**src/rtl/assert_macros.svh**
```systemverilog
// Assertion macros for the RTL files; only the top level includes them
`ifndef ASSERT_MACROS_SVH
`define ASSERT_MACROS_SVH

// Same-cycle implication
`define AST_IMPL(name, clk, rst, ante, cons) \
   name: assert property (@(posedge clk) disable iff (rst) (ante) |-> (cons)) \
      else $error("same-cycle implication violated");

// Next-cycle implication
`define AST_NEXT(name, clk, rst, ante, cons) \
   name: assert property (@(posedge clk) disable iff (rst) (ante) |=> (cons)) \
      else $error("next-cycle implication violated");

`endif

```
**src/rtl/csra_pkg.sv**
```systemverilog
// Types, constants and codes of the current-sense rolling average
package csra_pkg;

   localparam int RAW_W    = 10;
   localparam int SUPPLY_W = 16;
   localparam int GAIN_W   = 16;
   localparam int DATA_W   = 16;
   localparam int SHIFT_W  = 4;
   localparam int Q_SHIFT  = 10;
   localparam int PROD_W   = RAW_W + 1 + GAIN_W;
   localparam int MVP_W    = RAW_W + SUPPLY_W;
   localparam int MV_W     = 19;
   localparam int DVD_W    = 28;

   localparam int AVG_DEPTH_DEF      = 8;
   localparam int ADC_FULL_SCALE_DEF = 1023;

   localparam logic [9:0] MV_SCALE = 10'd1000;

   localparam logic [RAW_W-1:0]   OFFSET_RST = '0;
   localparam logic [GAIN_W-1:0]  GAIN_RST   = 16'd1024;
   localparam logic [DATA_W-1:0]  SHUNT_RST  = 16'd1;
   localparam logic [SHIFT_W-1:0] SHIFT_RST  = 4'd4;

   typedef enum logic [1:0] {
      CSR_OFFSET,
      CSR_GAIN,
      CSR_SHUNT,
      CSR_SHIFT
   } csr_index_type;

   typedef enum logic [2:0] {
      ST_IDLE,
      ST_MULT,
      ST_SCALE,
      ST_DIV1_GO,
      ST_DIV1_WAIT,
      ST_DIV2_GO,
      ST_DIV2_WAIT,
      ST_COMMIT
   } state_type;

   typedef struct packed {
      logic [RAW_W-1:0]    raw_sample;
      logic [SUPPLY_W-1:0] supply_mv;
   } req_item_type;

   typedef struct packed {
      logic [DATA_W-1:0] current_ma;
      logic [DATA_W-1:0] average_ma;
   } rsp_item_type;

   typedef struct packed {
      csr_index_type     reg_index;
      logic [DATA_W-1:0] data;
   } csr_item_type;

   typedef struct packed {
      logic              start;
      logic [DVD_W-1:0]  dividend;
      logic [DATA_W-1:0] divisor;
   } div_req_type;

   typedef struct packed {
      logic             done;
      logic [DVD_W-1:0] quotient;
   } div_rsp_type;

   typedef struct packed {
      logic              lookup;
      logic              commit;
      logic [DATA_W-1:0] sample;
   } ring_ctl_type;

endpackage

```
**src/rtl/csra_chan_if.sv**
```systemverilog
// Valid/ready channel carrying one item of a given payload type
interface csra_chan_if #(
   parameter type payload_type = logic
) ();

   logic        valid;
   logic        ready;
   payload_type payload;

   modport source (output valid, output payload, input ready);
   modport sink   (input valid, input payload, output ready);

endinterface

```
**src/rtl/csra_div.sv**
```systemverilog
// Bit-serial restoring divider, one quotient bit per cycle
module csra_div
   import csra_pkg::*;
(
   input  logic        clock,
   input  logic        reset,
   input  div_req_type div_req,
   output div_rsp_type div_rsp
);

   localparam int CNT_W = $clog2(DVD_W + 1);

   logic              busy_ff, busy_in;
   logic              done_ff, done_in;
   logic [CNT_W-1:0]  cnt_ff, cnt_in;
   logic [DATA_W-1:0] rem_ff;
   logic [DVD_W-1:0]  dvd_ff;
   logic [DATA_W-1:0] dsr_ff;

   logic [DATA_W:0]   partial;
   logic [DATA_W:0]   trial;
   logic              fits;

   assign partial = {rem_ff, dvd_ff[DVD_W-1]};
   assign trial   = partial - {1'b0, dsr_ff};
   assign fits    = (partial >= {1'b0, dsr_ff});

   always_comb begin
      busy_in = busy_ff;
      done_in = 1'b0;
      cnt_in  = cnt_ff;
      if (div_req.start) begin
         busy_in = 1'b1;
         cnt_in  = CNT_W'(DVD_W);
      end else if (busy_ff) begin
         cnt_in = cnt_ff - CNT_W'(1);
         if (cnt_ff == CNT_W'(1)) begin
            busy_in = 1'b0;
            done_in = 1'b1;
         end
      end
   end

   always_ff @(posedge clock) begin
      if (reset) begin
         busy_ff <= 1'b0;
         done_ff <= 1'b0;
         cnt_ff  <= '0;
      end else begin
         busy_ff <= busy_in;
         done_ff <= done_in;
         cnt_ff  <= cnt_in;
      end
   end

   always_ff @(posedge clock) begin
      if (div_req.start) begin
         rem_ff <= '0;
         dvd_ff <= div_req.dividend;
         dsr_ff <= div_req.divisor;
      end else if (busy_ff) begin
         rem_ff <= fits ? trial[DATA_W-1:0] : partial[DATA_W-1:0];
         dvd_ff <= {dvd_ff[DVD_W-2:0], fits};
      end
   end

   assign div_rsp.done     = done_ff;
   assign div_rsp.quotient = dvd_ff;

endmodule

```
**src/rtl/csra_ring.sv**
```systemverilog
// Sample ring with valid bits and running sum for the rolling average
module csra_ring
   import csra_pkg::*;
#(
   parameter int AVG_DEPTH = AVG_DEPTH_DEF
) (
   input  logic              clock,
   input  logic              reset,
   input  ring_ctl_type      ring_ctl,
   output logic [DATA_W-1:0] average_ma
);

   localparam int IDX_W = $clog2(AVG_DEPTH);
   localparam int SUM_W = DATA_W + IDX_W;
   localparam int AVG_SHIFT = $clog2(AVG_DEPTH + 1) - 1;

   logic [DATA_W-1:0]    ring_mem [AVG_DEPTH];
   logic [AVG_DEPTH-1:0] valid_ff;
   logic [IDX_W-1:0]     idx_ff, idx_in;
   logic [SUM_W-1:0]     sum_ff, sum_in;
   logic [DATA_W-1:0]    old_ff;
   logic [SUM_W-1:0]     avg_full;

   assign idx_in = (idx_ff == IDX_W'(AVG_DEPTH - 1)) ? '0 : idx_ff + IDX_W'(1);
   assign sum_in = sum_ff - SUM_W'(old_ff) + SUM_W'(ring_ctl.sample);
   assign avg_full = sum_in >> AVG_SHIFT;
   assign average_ma = avg_full[DATA_W-1:0];

   always_ff @(posedge clock) begin
      if (reset) begin
         valid_ff <= '0;
         idx_ff   <= '0;
         sum_ff   <= '0;
      end else if (ring_ctl.commit) begin
         valid_ff[idx_ff] <= 1'b1;
         idx_ff           <= idx_in;
         sum_ff           <= sum_in;
      end
   end

   always_ff @(posedge clock) begin
      if (ring_ctl.commit) begin
         ring_mem[idx_ff] <= ring_ctl.sample;
      end
   end

   always_ff @(posedge clock) begin
      if (ring_ctl.lookup) begin
         old_ff <= valid_ff[idx_ff] ? ring_mem[idx_ff] : '0;
      end
   end

endmodule

```
**src/rtl/current_sense_rolling_average.sv**
```systemverilog
// Top level of the current-sense rolling average
//
//   channel   direction  payload
//   req_chan  in         raw_sample[9:0], supply_mv[15:0]
//   rsp_chan  out        current_ma[15:0], average_ma[15:0]
//   csr_chan  in         reg_index[1:0], data[15:0]
//
// Each item makes two 28-step passes through the shared bit-serial divider; no new item
// is taken until the last one has been committed to the output register.
// The next item is taken while a result still waits in the output register.
// Synchronous reset clears the control state and the ring valid bits, index and sum, and
// loads the configuration registers with their reset values. csr_chan is always ready.
`include "assert_macros.svh"

module current_sense_rolling_average
   import csra_pkg::*;
#(
   parameter int AVG_DEPTH      = AVG_DEPTH_DEF,
   parameter int ADC_FULL_SCALE = ADC_FULL_SCALE_DEF
) (
   input logic          clock,
   input logic          reset,
   csra_chan_if.sink    req_chan,
   csra_chan_if.source  rsp_chan,
   csra_chan_if.sink    csr_chan
);

   state_type state_ff, state_in;

   logic [RAW_W-1:0]   offset_ff;
   logic [GAIN_W-1:0]  gain_ff;
   logic [DATA_W-1:0]  shunt_ff;
   logic [SHIFT_W-1:0] shift_ff;

   logic [RAW_W-1:0]    raw_ff;
   logic [SUPPLY_W-1:0] supply_ff;
   logic signed [PROD_W-1:0] prod_ff, prod_in;
   logic [MVP_W-1:0]    mvprod_ff, mvprod_in;
   logic [DVD_W-1:0]    kprod_ff, kprod_in;
   logic [DATA_W-1:0]   ma_ff, ma_in;

   rsp_item_type rsp_ff;
   logic         rsp_valid_ff, rsp_valid_in;

   logic signed [RAW_W:0]       diff;
   logic [PROD_W-Q_SHIFT-1:0]   prod_q;
   logic                        prod_pos;
   logic [RAW_W-1:0]            code;
   logic [MV_W-1:0]             mv;
   logic [DVD_W-1:0]            shifted;
   logic [DATA_W-1:0]           shunt_eff;
   logic [DATA_W-1:0]           ring_avg;

   logic req_accept;
   logic req_ready;
   logic commit_go;

   div_req_type  div_req;
   div_rsp_type  div_rsp;
   ring_ctl_type ring_ctl;

   // configuration registers
   always_ff @(posedge clock) begin
      if (reset) begin
         offset_ff <= OFFSET_RST;
         gain_ff   <= GAIN_RST;
         shunt_ff  <= SHUNT_RST;
         shift_ff  <= SHIFT_RST;
      end else if (csr_chan.valid) begin
         case (csr_chan.payload.reg_index)
            CSR_OFFSET: offset_ff <= csr_chan.payload.data[RAW_W-1:0];
            CSR_GAIN:   gain_ff   <= csr_chan.payload.data;
            CSR_SHUNT:  shunt_ff  <= csr_chan.payload.data;
            CSR_SHIFT:  shift_ff  <= csr_chan.payload.data[SHIFT_W-1:0];
            default:    offset_ff <= offset_ff;
         endcase
      end
   end

   assign csr_chan.ready = 1'b1;

   // datapath
   assign diff     = $signed({1'b0, raw_ff}) - $signed({1'b0, offset_ff});
   assign prod_in  = PROD_W'(diff) * PROD_W'($signed(gain_ff));
   assign prod_q   = prod_ff[PROD_W-1:Q_SHIFT];
   assign prod_pos = !prod_ff[PROD_W-1] && (prod_ff != '0);
   assign code     = !prod_pos ? '0 :
                     (|prod_q[PROD_W-Q_SHIFT-1:RAW_W]) ? '1 : prod_q[RAW_W-1:0];
   assign mvprod_in = MVP_W'(code) * MVP_W'(supply_ff);
   assign mv        = div_rsp.quotient[MV_W-1:0];
   assign kprod_in  = DVD_W'(mv) * DVD_W'(MV_SCALE);
   assign shifted   = div_rsp.quotient >> shift_ff;
   assign ma_in     = (|shifted[DVD_W-1:DATA_W]) ? '1 : shifted[DATA_W-1:0];
   assign shunt_eff = (shunt_ff == '0) ? DATA_W'(1) : shunt_ff;

   assign req_accept = req_chan.valid && req_ready;

   always_ff @(posedge clock) begin
      if (req_accept) begin
         raw_ff    <= req_chan.payload.raw_sample;
         supply_ff <= req_chan.payload.supply_mv;
      end
      if (state_ff == ST_MULT) begin
         prod_ff <= prod_in;
      end
      if (state_ff == ST_SCALE) begin
         mvprod_ff <= mvprod_in;
      end
      if (state_ff == ST_DIV1_WAIT && div_rsp.done) begin
         kprod_ff <= kprod_in;
      end
      if (state_ff == ST_DIV2_WAIT && div_rsp.done) begin
         ma_ff <= ma_in;
      end
      if (commit_go) begin
         rsp_ff.current_ma <= ma_ff;
         rsp_ff.average_ma <= ring_avg;
      end
   end

   // next state
   always_comb begin
      state_in = state_ff;
      case (state_ff)
         ST_IDLE:      if (req_accept) state_in = ST_MULT;
         ST_MULT:      state_in = ST_SCALE;
         ST_SCALE:     state_in = ST_DIV1_GO;
         ST_DIV1_GO:   state_in = ST_DIV1_WAIT;
         ST_DIV1_WAIT: if (div_rsp.done) state_in = ST_DIV2_GO;
         ST_DIV2_GO:   state_in = ST_DIV2_WAIT;
         ST_DIV2_WAIT: if (div_rsp.done) state_in = ST_COMMIT;
         ST_COMMIT:    if (!rsp_valid_ff || rsp_chan.ready) state_in = ST_IDLE;
         default:      state_in = ST_IDLE;
      endcase
   end

   // state outputs
   always_comb begin
      req_ready        = 1'b0;
      commit_go        = 1'b0;
      div_req.start    = 1'b0;
      div_req.dividend = kprod_ff;
      div_req.divisor  = shunt_eff;
      ring_ctl.lookup  = 1'b0;
      case (state_ff)
         ST_IDLE: begin
            req_ready       = 1'b1;
            ring_ctl.lookup = req_chan.valid;
         end
         ST_DIV1_GO: begin
            div_req.start    = 1'b1;
            div_req.dividend = DVD_W'(mvprod_ff);
            div_req.divisor  = DATA_W'(ADC_FULL_SCALE);
         end
         ST_DIV2_GO: div_req.start = 1'b1;
         ST_COMMIT:  commit_go = !rsp_valid_ff || rsp_chan.ready;
         default:    req_ready = 1'b0;
      endcase
      ring_ctl.commit = commit_go;
      ring_ctl.sample = ma_ff;
   end

   assign rsp_valid_in = commit_go ? 1'b1 : (rsp_chan.ready ? 1'b0 : rsp_valid_ff);

   always_ff @(posedge clock) begin
      if (reset) begin
         state_ff     <= ST_IDLE;
         rsp_valid_ff <= 1'b0;
      end else begin
         state_ff     <= state_in;
         rsp_valid_ff <= rsp_valid_in;
      end
   end

   assign req_chan.ready   = req_ready;
   assign rsp_chan.valid   = rsp_valid_ff;
   assign rsp_chan.payload = rsp_ff;

   csra_div u_div (
      .clock   (clock),
      .reset   (reset),
      .div_req (div_req),
      .div_rsp (div_rsp)
   );

   csra_ring #(
      .AVG_DEPTH (AVG_DEPTH)
   ) u_ring (
      .clock      (clock),
      .reset      (reset),
      .ring_ctl   (ring_ctl),
      .average_ma (ring_avg)
   );

   `AST_IMPL(a_div_done_in_wait, clock, reset, div_rsp.done,
      (state_ff == ST_DIV1_WAIT || state_ff == ST_DIV2_WAIT))
   `AST_NEXT(a_commit_loads_rsp, clock, reset, commit_go, rsp_valid_ff)
   `AST_NEXT(a_hold_commit_when_full, clock, reset,
      (state_ff == ST_COMMIT && rsp_valid_ff && !rsp_chan.ready), (state_ff == ST_COMMIT))

endmodule

```
**src/flat_wrapper.sv**
```systemverilog
// flat-port wrapper written by rule: the top's interface ports become plain ports
module current_sense_rolling_average_flat import csra_pkg::*;
#(
   parameter int AVG_DEPTH      = AVG_DEPTH_DEF,
   parameter int ADC_FULL_SCALE = ADC_FULL_SCALE_DEF
)
  (clock, reset, req_chan_valid, req_chan_payload, req_chan_ready, rsp_chan_valid, rsp_chan_payload, rsp_chan_ready, csr_chan_valid, csr_chan_payload, csr_chan_ready);
  csra_chan_if #(.payload_type(req_item_type)) req_chan_i ();
  csra_chan_if #(.payload_type(rsp_item_type)) rsp_chan_i ();
  csra_chan_if #(.payload_type(csr_item_type)) csr_chan_i ();
  input logic clock;
  input logic reset;
  input wire logic [$bits(req_chan_i.valid)-1:0] req_chan_valid;
  input wire logic [$bits(req_chan_i.payload)-1:0] req_chan_payload;
  output wire logic [$bits(req_chan_i.ready)-1:0] req_chan_ready;
  output wire logic [$bits(rsp_chan_i.valid)-1:0] rsp_chan_valid;
  output wire logic [$bits(rsp_chan_i.payload)-1:0] rsp_chan_payload;
  input wire logic [$bits(rsp_chan_i.ready)-1:0] rsp_chan_ready;
  input wire logic [$bits(csr_chan_i.valid)-1:0] csr_chan_valid;
  input wire logic [$bits(csr_chan_i.payload)-1:0] csr_chan_payload;
  output wire logic [$bits(csr_chan_i.ready)-1:0] csr_chan_ready;
  assign req_chan_i.valid = req_chan_valid;
  assign req_chan_i.payload = req_chan_payload;
  assign req_chan_ready = req_chan_i.ready;
  assign rsp_chan_valid = rsp_chan_i.valid;
  assign rsp_chan_payload = rsp_chan_i.payload;
  assign rsp_chan_i.ready = rsp_chan_ready;
  assign csr_chan_i.valid = csr_chan_valid;
  assign csr_chan_i.payload = csr_chan_payload;
  assign csr_chan_ready = csr_chan_i.ready;
  current_sense_rolling_average #(.AVG_DEPTH(AVG_DEPTH), .ADC_FULL_SCALE(ADC_FULL_SCALE)) u_core (.clock(clock), .reset(reset), .req_chan(req_chan_i), .rsp_chan(rsp_chan_i), .csr_chan(csr_chan_i));
endmodule
```
**config.mk**
```make
export PLATFORM = sky130hd
export DESIGN_NAME = current_sense_rolling_average_flat
export DESIGN_NICKNAME = d
export VERILOG_FILES = /design/src/rtl/csra_pkg.sv /design/src/rtl/csra_chan_if.sv /design/src/rtl/csra_div.sv /design/src/rtl/csra_ring.sv /design/src/rtl/current_sense_rolling_average.sv /design/src/flat_wrapper.sv
export VERILOG_INCLUDE_DIRS = /design/src /design/src/rtl
export SDC_FILE = /design/constraint.sdc
export NUM_CORES = 2
export LEC_CHECK = 0
export BUFFER_PORTS_ARGS = -buffer_cell sky130_fd_sc_hd__buf_2
export CAP_MARGIN = 40
export CORE_MARGIN = 2
export CORE_UTILIZATION = 55
export CTS_CLUSTER_DIAMETER = 40
export DETAILED_ROUTE_END_ITERATION = 6
export PLACE_DENSITY = 0.72
export SYNTH_ARGS = -nofsm -noshare
export SYNTH_HDL_FRONTEND = slang
export SYNTH_SLANG_ARGS = --single-unit
```
**constraint.sdc**
```tcl
create_clock -name clock -period 17.04 [get_ports clock]
set_input_delay 2.556 -clock clock [delete_from_list [all_inputs] [get_ports clock]]
set_output_delay 2.556 -clock clock [all_outputs]
set_load 0.1 [all_outputs]
```
* Yosys cells after proc, flatten, opt, wreduce, memory -nomap -nowiden
Memory sizes are Yosys's and may differ from the RTL's. A register that Yosys moved wholly into a read port is not among the register bits.
Index checks and enable logic that the tools add are counted.
** Cells by class
- Multiplexer cells :: 31
- Equality and inequality tests :: 16
- Multipliers :: 3
- Bitwise logic cells :: 2
- Reductions and logical operators :: 26
- Shift operators :: 1
- Order comparisons :: 3
- Add/subtract/negate cells :: 6
** Operator list (count)
- two-way mux 28 bit :: 2
- two-way mux 44 bit :: 1
- two-way mux 16 bit :: 2
- >> shifter 28 x 4 -> 28 bit :: 1
- multiplier 11 x 16 -> 27 bit :: 1
- nonzero test 27 bit :: 1
- multiplier 10 x 16 -> 26 bit :: 1
- multiplier 19 x 7 -> 25 bit (second input constant) :: 1
- one-hot mux 3 bit (8 select lines) :: 1
- two-way mux 10 bit :: 2
- adder 19 x 16 -> 19 bit :: 1
- subtractor 19 x 16 -> 19 bit :: 1
- greater-or-equal comparator 17 x 16 -> 1 bit :: 1
- zero test 16 bit :: 1
- subtractor 16 bit :: 1
- == test 3 bit (second input constant) :: 5
- two-way mux 3 bit :: 5
- two-way mux 1 bit :: 14
- OR reduction 12 bit :: 1
- subtractor 10 x 10 -> 11 bit :: 1
- two-way mux 5 bit :: 2
- OR 8 bit :: 1
- AND reduction 2 bit :: 4
- OR reduction 7 bit :: 1
- other kinds (23) :: 36
** Storage, ports and cells
- Register bits :: 299
- Memories :: 1
- RAM bits :: 128
** Memories
- u_core.u_ring.ring_mem :: words 8, width 16, rd ports 1, clocked after Yosys merged registers in 1, write ports 1, line csra_ring.sv:17 : logic [DATA_W-1:0] ring_mem [AVG_DEPTH];

* Logic depth before layout (Yosys ltp)
- Depth in word-level cells :: 5
- Mapped depth :: 33
- Mapped depth without buffers :: 32

* Modules after synthesis
From an unflattened synthesis, not the netlist that was laid out.
** Second synthesis, totals
- Cell total of the unflattened synthesis :: 3292
- Area, all modules :: 34997.3 µm²
** Modules (own cells, without submodules)
- current_sense_rolling_average :: instances 1, area each 23025.8 µm², cells an instance 2373
- csra_ring :: instances 1, area each 8249.2 µm², cells an instance 587
- csra_div :: instances 1, area each 3722.3 µm², cells an instance 332

* Worst setup path after synthesis
No wires, ideal clock.
- Kind :: flip-flop to flip-flop
- Start :: register u_core.raw_ff[0]
- End :: register u_core.prod_ff[26], data pin
- Path slack :: 9366 ps
- Data required time :: 16780 ps
- Arrival :: 7414 ps
- Library setup time :: 260 ps
- Period minus slack after synthesis :: 7674 ps
- Cell stages (with the launch flop) :: 34
- Path buffers :: 1
- Path through :: edfxtp_1 -> inv_1 -> ha_1 -> inv_1 -> fa_1 -> a21o_1 -> a21oi_1 -> o21bai_1 -> a21oi_1 -> nor2b_1 -> o311ai_0 -> a21boi_0 -> or2_2 -> clkbuf_1 -> nor2_1 -> fa_1 -> inv_1 -> fa_1 -> fa_1 -> inv_1 -> fa_1 -> inv_1 -> fa_1 -> inv_1 -> ha_1 -> and2_1 -> or4_1 -> nor3_1 -> o211ai_1 -> nor2b_1 -> a221oi_2 -> o2111ai_1 -> a21oi_1 -> xnor2_1
** On the way
- Word-level cells in the longest chain between the ends :: 2
** Ends and longest elaborated chain
- start: declaration :: line current_sense_rolling_average.sv:35 : logic [RAW_W-1:0] raw_ff;
- start signal: assignment :: line current_sense_rolling_average.sv:100 : raw_ff <= req_chan.payload.raw_sample;
- subtractor 10 x 10 -> 11 bit :: line current_sense_rolling_average.sv:83 : assign diff = $signed({1'b0, raw_ff}) - $signed({1'b0, offset_ff});
- multiplier 11 x 16 -> 27 bit :: line current_sense_rolling_average.sv:84 : assign prod_in = PROD_W'(diff) * PROD_W'($signed(gain_ff));
- net u_core.prod_in[26] :: line current_sense_rolling_average.sv:37 : logic signed [PROD_W-1:0] prod_ff, prod_in;
- end signal: assignment :: line current_sense_rolling_average.sv:104 : prod_ff <= prod_in;
- end: declaration :: line current_sense_rolling_average.sv:37
The timed path passes the listed nets, and every way through them passes these cells.
A chain may end at the register's enable or synchronous reset.

* Worst setup path after layout
Same ends and word-level chain as after synthesis.

==> metrics.md <==
| Metric | Value |
|---|---|
| Beginning of the critical path | u_core.raw_ff[0] |
| Distinct cells, synth | 86 |
| Via density | 5.542 |
| Grt ovf | 0 |
| Final setup fails | 0 |
| Endpoints failing hold | 0 |
| Reg2reg path depth | 32 |
| Initial Util | 55.41% |
| Worst-Skew Late Latency | 620 ps |
| Layout Skew | 29.96 ps |
| Reg2reg end | u_core.prod_ff[26] |
| Critical Path RT | 17380 ps |
| Most common cell after layout, fill and taps aside | inv_1 |
| Nets | 3906 |
| Fin util | 61.47% |
| Fraction of the mapped netlist area in compound gates | 7.411% |
| # hold bufs at CTS | 0 |
| # rows | 91 |
| Yosys reg bits | 443 |
| CTS max path bufs | 3 |
| Setup TNS | 0 ps |
| All-Layer GR Usage | 24.15% |
| Min-delay worst type | register to register |
| Final worst-path cycle share | 50.17% |
| Mux contribution to synthesized area | 4.807% |
| CP endpoint | u_core.prod_ff[26] |
| Adder-cell share of the synthesized area | 29.07% |
| ANT nets after route | 0 |
| Drt pass-1 iters | 5 |
| Die width | 252.9 um |
| GP Congestion | 0.8867 |
| Final Non-Filler Cells | 4124 |
| CTS tree | yes |
| Layout cell share with drive strength beyond 1 | 10.02% |
| Ant. Diodes | 0 |
| Fmax | 117.0 MHz |
| Num Clock Sinks | 443 |
| Die ar. | 0.06395 mm2 |
| Slowest CP cell | fa_1 |
| Number of flops mapped to enable cells by yosys | 340 |
| Pwr Total | 6373 uW |
| CTS H-Tree Depth | 3 |
| CTS clk-pin slew, worst paths | 50 ps |
| Root buffer cell | clkbuf_16 |
| IO Port Bufs | 82 |
| Largest family of logic cells by synthesized area | adder cells |
| Die Height | 252.9 um |
| Seq/Total Area, Yosys | 36.02% |
| Asr flop ratio synth | 0% |
| RSZ-0062 raised after global routing | false |
| Residual DRC count | 0 |
| CTS-repair resized insts | 0 |
| Worst-Margin Slew | 873.6 ps |
| Syn_area_per_cell | 10.60 um2 |
| Post-CTS Setup Repair Bufs | 0 |
| Post-Synth Simple-Gate Area | 12.49% |
| R2R Setup Slk | 8490 ps |
| DR WL/cell | 17.96 um |
| Commonest cells after routing, fill and taps aside | inv_1 (540), nand2_1 (379), fa_1 (356) |
| Pwr dens | 168.6 mW/mm2 |
| Vias | 22850 |
| Vias in the first global route | 23880 |
| Kind of critical path | register to register |
| CP max FO | 13 |
| Worst Setup End Kind | register |
| Critical path's largest stage delay | 540 ps |
| RR Startpoint | u_core.raw_ff[0] |
| Core ar. | 0.06148 mm2 |
| Initial antenna violation count | 0 |
| Largest net degree at the start of global routing | 67 |
| Status | finished clean |
| Final number of max-transition violations | 0 |
| Max-Cap Viols | 0 |
| Startpoint types | register |
| LEAKAGE | 0.01622 uW |
| Slew HR | 41.76% |
| Post-synthesis xor/xnor area fraction | 2.751% |
| Synth area leaders | edfxtp_1 (30%), fa_1 (21%), ha_1 (8.2%) |
| Synthesized cell area | 0.03407 mm2 |
| Top cell type's share of synthesized area | 29.97% |
| Tmin final | 8549 ps |
| P&R area growth vs syn | 10.93% |
| Peak supply drop | 0.2096 mV |
| First-pass GRT wire length | 122300 um |
| Most used DFF post-synth | edfxtp_1 |
| Hold_ws | 458.1 ps |
| # IOs | 84 |
| WP data arrival | 8890 ps |
| Starting DRT DRC Count | 1511 |
| Synth warn | 0 |
| Drt total wl | 74080 um |
| Largest area contributor in the netlist | edfxtp_1 |
| TritonCTS Buffers | 68 |
| Mapped Cells | 3213 |
| Cells after DPL | 3999 |
| Syn_nets | 3840 |
| Dpl hpwl | 54520 um |
-- cells by family (layout without fill, tap and decap cells) --
family                   count (synthesis)  after routing
AO/OA/AOI/OAI                          402            402
XOR/XNOR                               107            107
adder cells (fa/ha/maj)                578            578
buffers and inverters                  667            788
flip-flops                             443            443
multiplexers                           108            108
other                                    1              1
AND/OR/NAND/NOR                        907            907
-- cell usage after synthesis, types with 5 or more instances --
cell type / count
a31oi_1: 29
mux2_2: 15
nand2b_1: 21
edfxtp_1: 340
nand3b_1: 6
clkbuf_1: 89
o21ai_0: 68
xnor2_1: 85
or2_2: 10
inv_1: 541
a21o_1: 25
buf_1: 25
buf_2: 6
a211oi_1: 16
fa_1: 356
xor2_1: 22
or3_1: 7
nor2b_1: 39
a21oi_1: 161
nand2_1: 379
nand4_1: 9
nand3_1: 16
nor2_1: 186
a22o_1: 6
and2_1: 153
mux4_2: 43
ha_1: 222
o211ai_1: 5
a311oi_1: 5
o21bai_1: 11
mux2i_1: 50
dfxtp_1: 103
and3_1: 13
nor3_1: 36
o21a_1: 28
nor4_1: 14
-- how the worst min path moves through the flow --
stage,startpoint,to,slack [ps],cells after the start
global route,u_core.u_ring.sum_ff[13],u_core.u_ring.sum_ff[13],470,2
detailed placement,u_core.u_ring.sum_ff[13],u_core.u_ring.sum_ff[13],450,2
finish,u_core.u_ring.sum_ff[13],u_core.u_ring.sum_ff[13],460,2
global placement,u_core.u_div.rem_ff[15],u_core.u_div.rem_ff[15],430,2
floorplan,u_core.u_div.rem_ff[15],u_core.u_div.rem_ff[15],420,2
CTS,u_core.u_ring.sum_ff[13],u_core.u_ring.sum_ff[13],460,2
-- area by class of cell --
cell class | instances | area [um2]
Clock inverter | 47 | 644.4
Multi-Input combinational cell | 2103 | 19340
Inverter | 544 | 2042
Clock buffer | 78 | 1760
Fill cell | 4888 | 23690
Timing Repair Buffer | 119 | 742.0
Tap cell | 790 | 988.4
Sequential cell | 443 | 12270
-- routing by layer --
layer	GRT usage [%]	part of all wire, %	up-vias	wire length, um
met3	3.156	4.8	139	3562
met2	41.88	50	611	37090
met1	31.48	42	11430	31300
met5	0	0	-	0
met4	7.980	2.9	0	2133
li1	-	-	10680	-
-- flip-flops by register name (all words and copies together), names as in the netlist, 19 cells and up --
register                 count
u_core.u_ring.ring_mem     128
u_core.rsp_chan.payload     32
u_core.u_div.dvd_ff         28
u_core.prod_ff              27
u_core.mvprod_ff            26
u_core.kprod_ff             25
u_core.u_ring.sum_ff        19
-- per-stage QoR --
stage	instance area, um2	setup WS, ps
2_1_floorplan	34070	9366
3_3_place_gp	35270	8901
3_5_place_dp	35390	8592
4_1_cts	37790	8505
5_1_grt	37790	7866
6_report	37790	8491
-- power by group --
part | total, uW | switching, uW | internal, uW
combinational | 3440 | 1930 | 1500
sequential | 1490 | 65.6 | 1430
clock | 1440 | 552 | 891
-- critical path, delay by kind of cell, from the launching register on --
family	cells	cell delay (ps)
XOR/XNOR	1	80
AND/OR/NAND/NOR	7	1770
flip-flops	1	360
buffers and inverters	6	360
AO/OA/AOI/OAI	10	2380
adder cells (fa/ha/maj)	8	3310
Power figures use the tool's default switching activity.
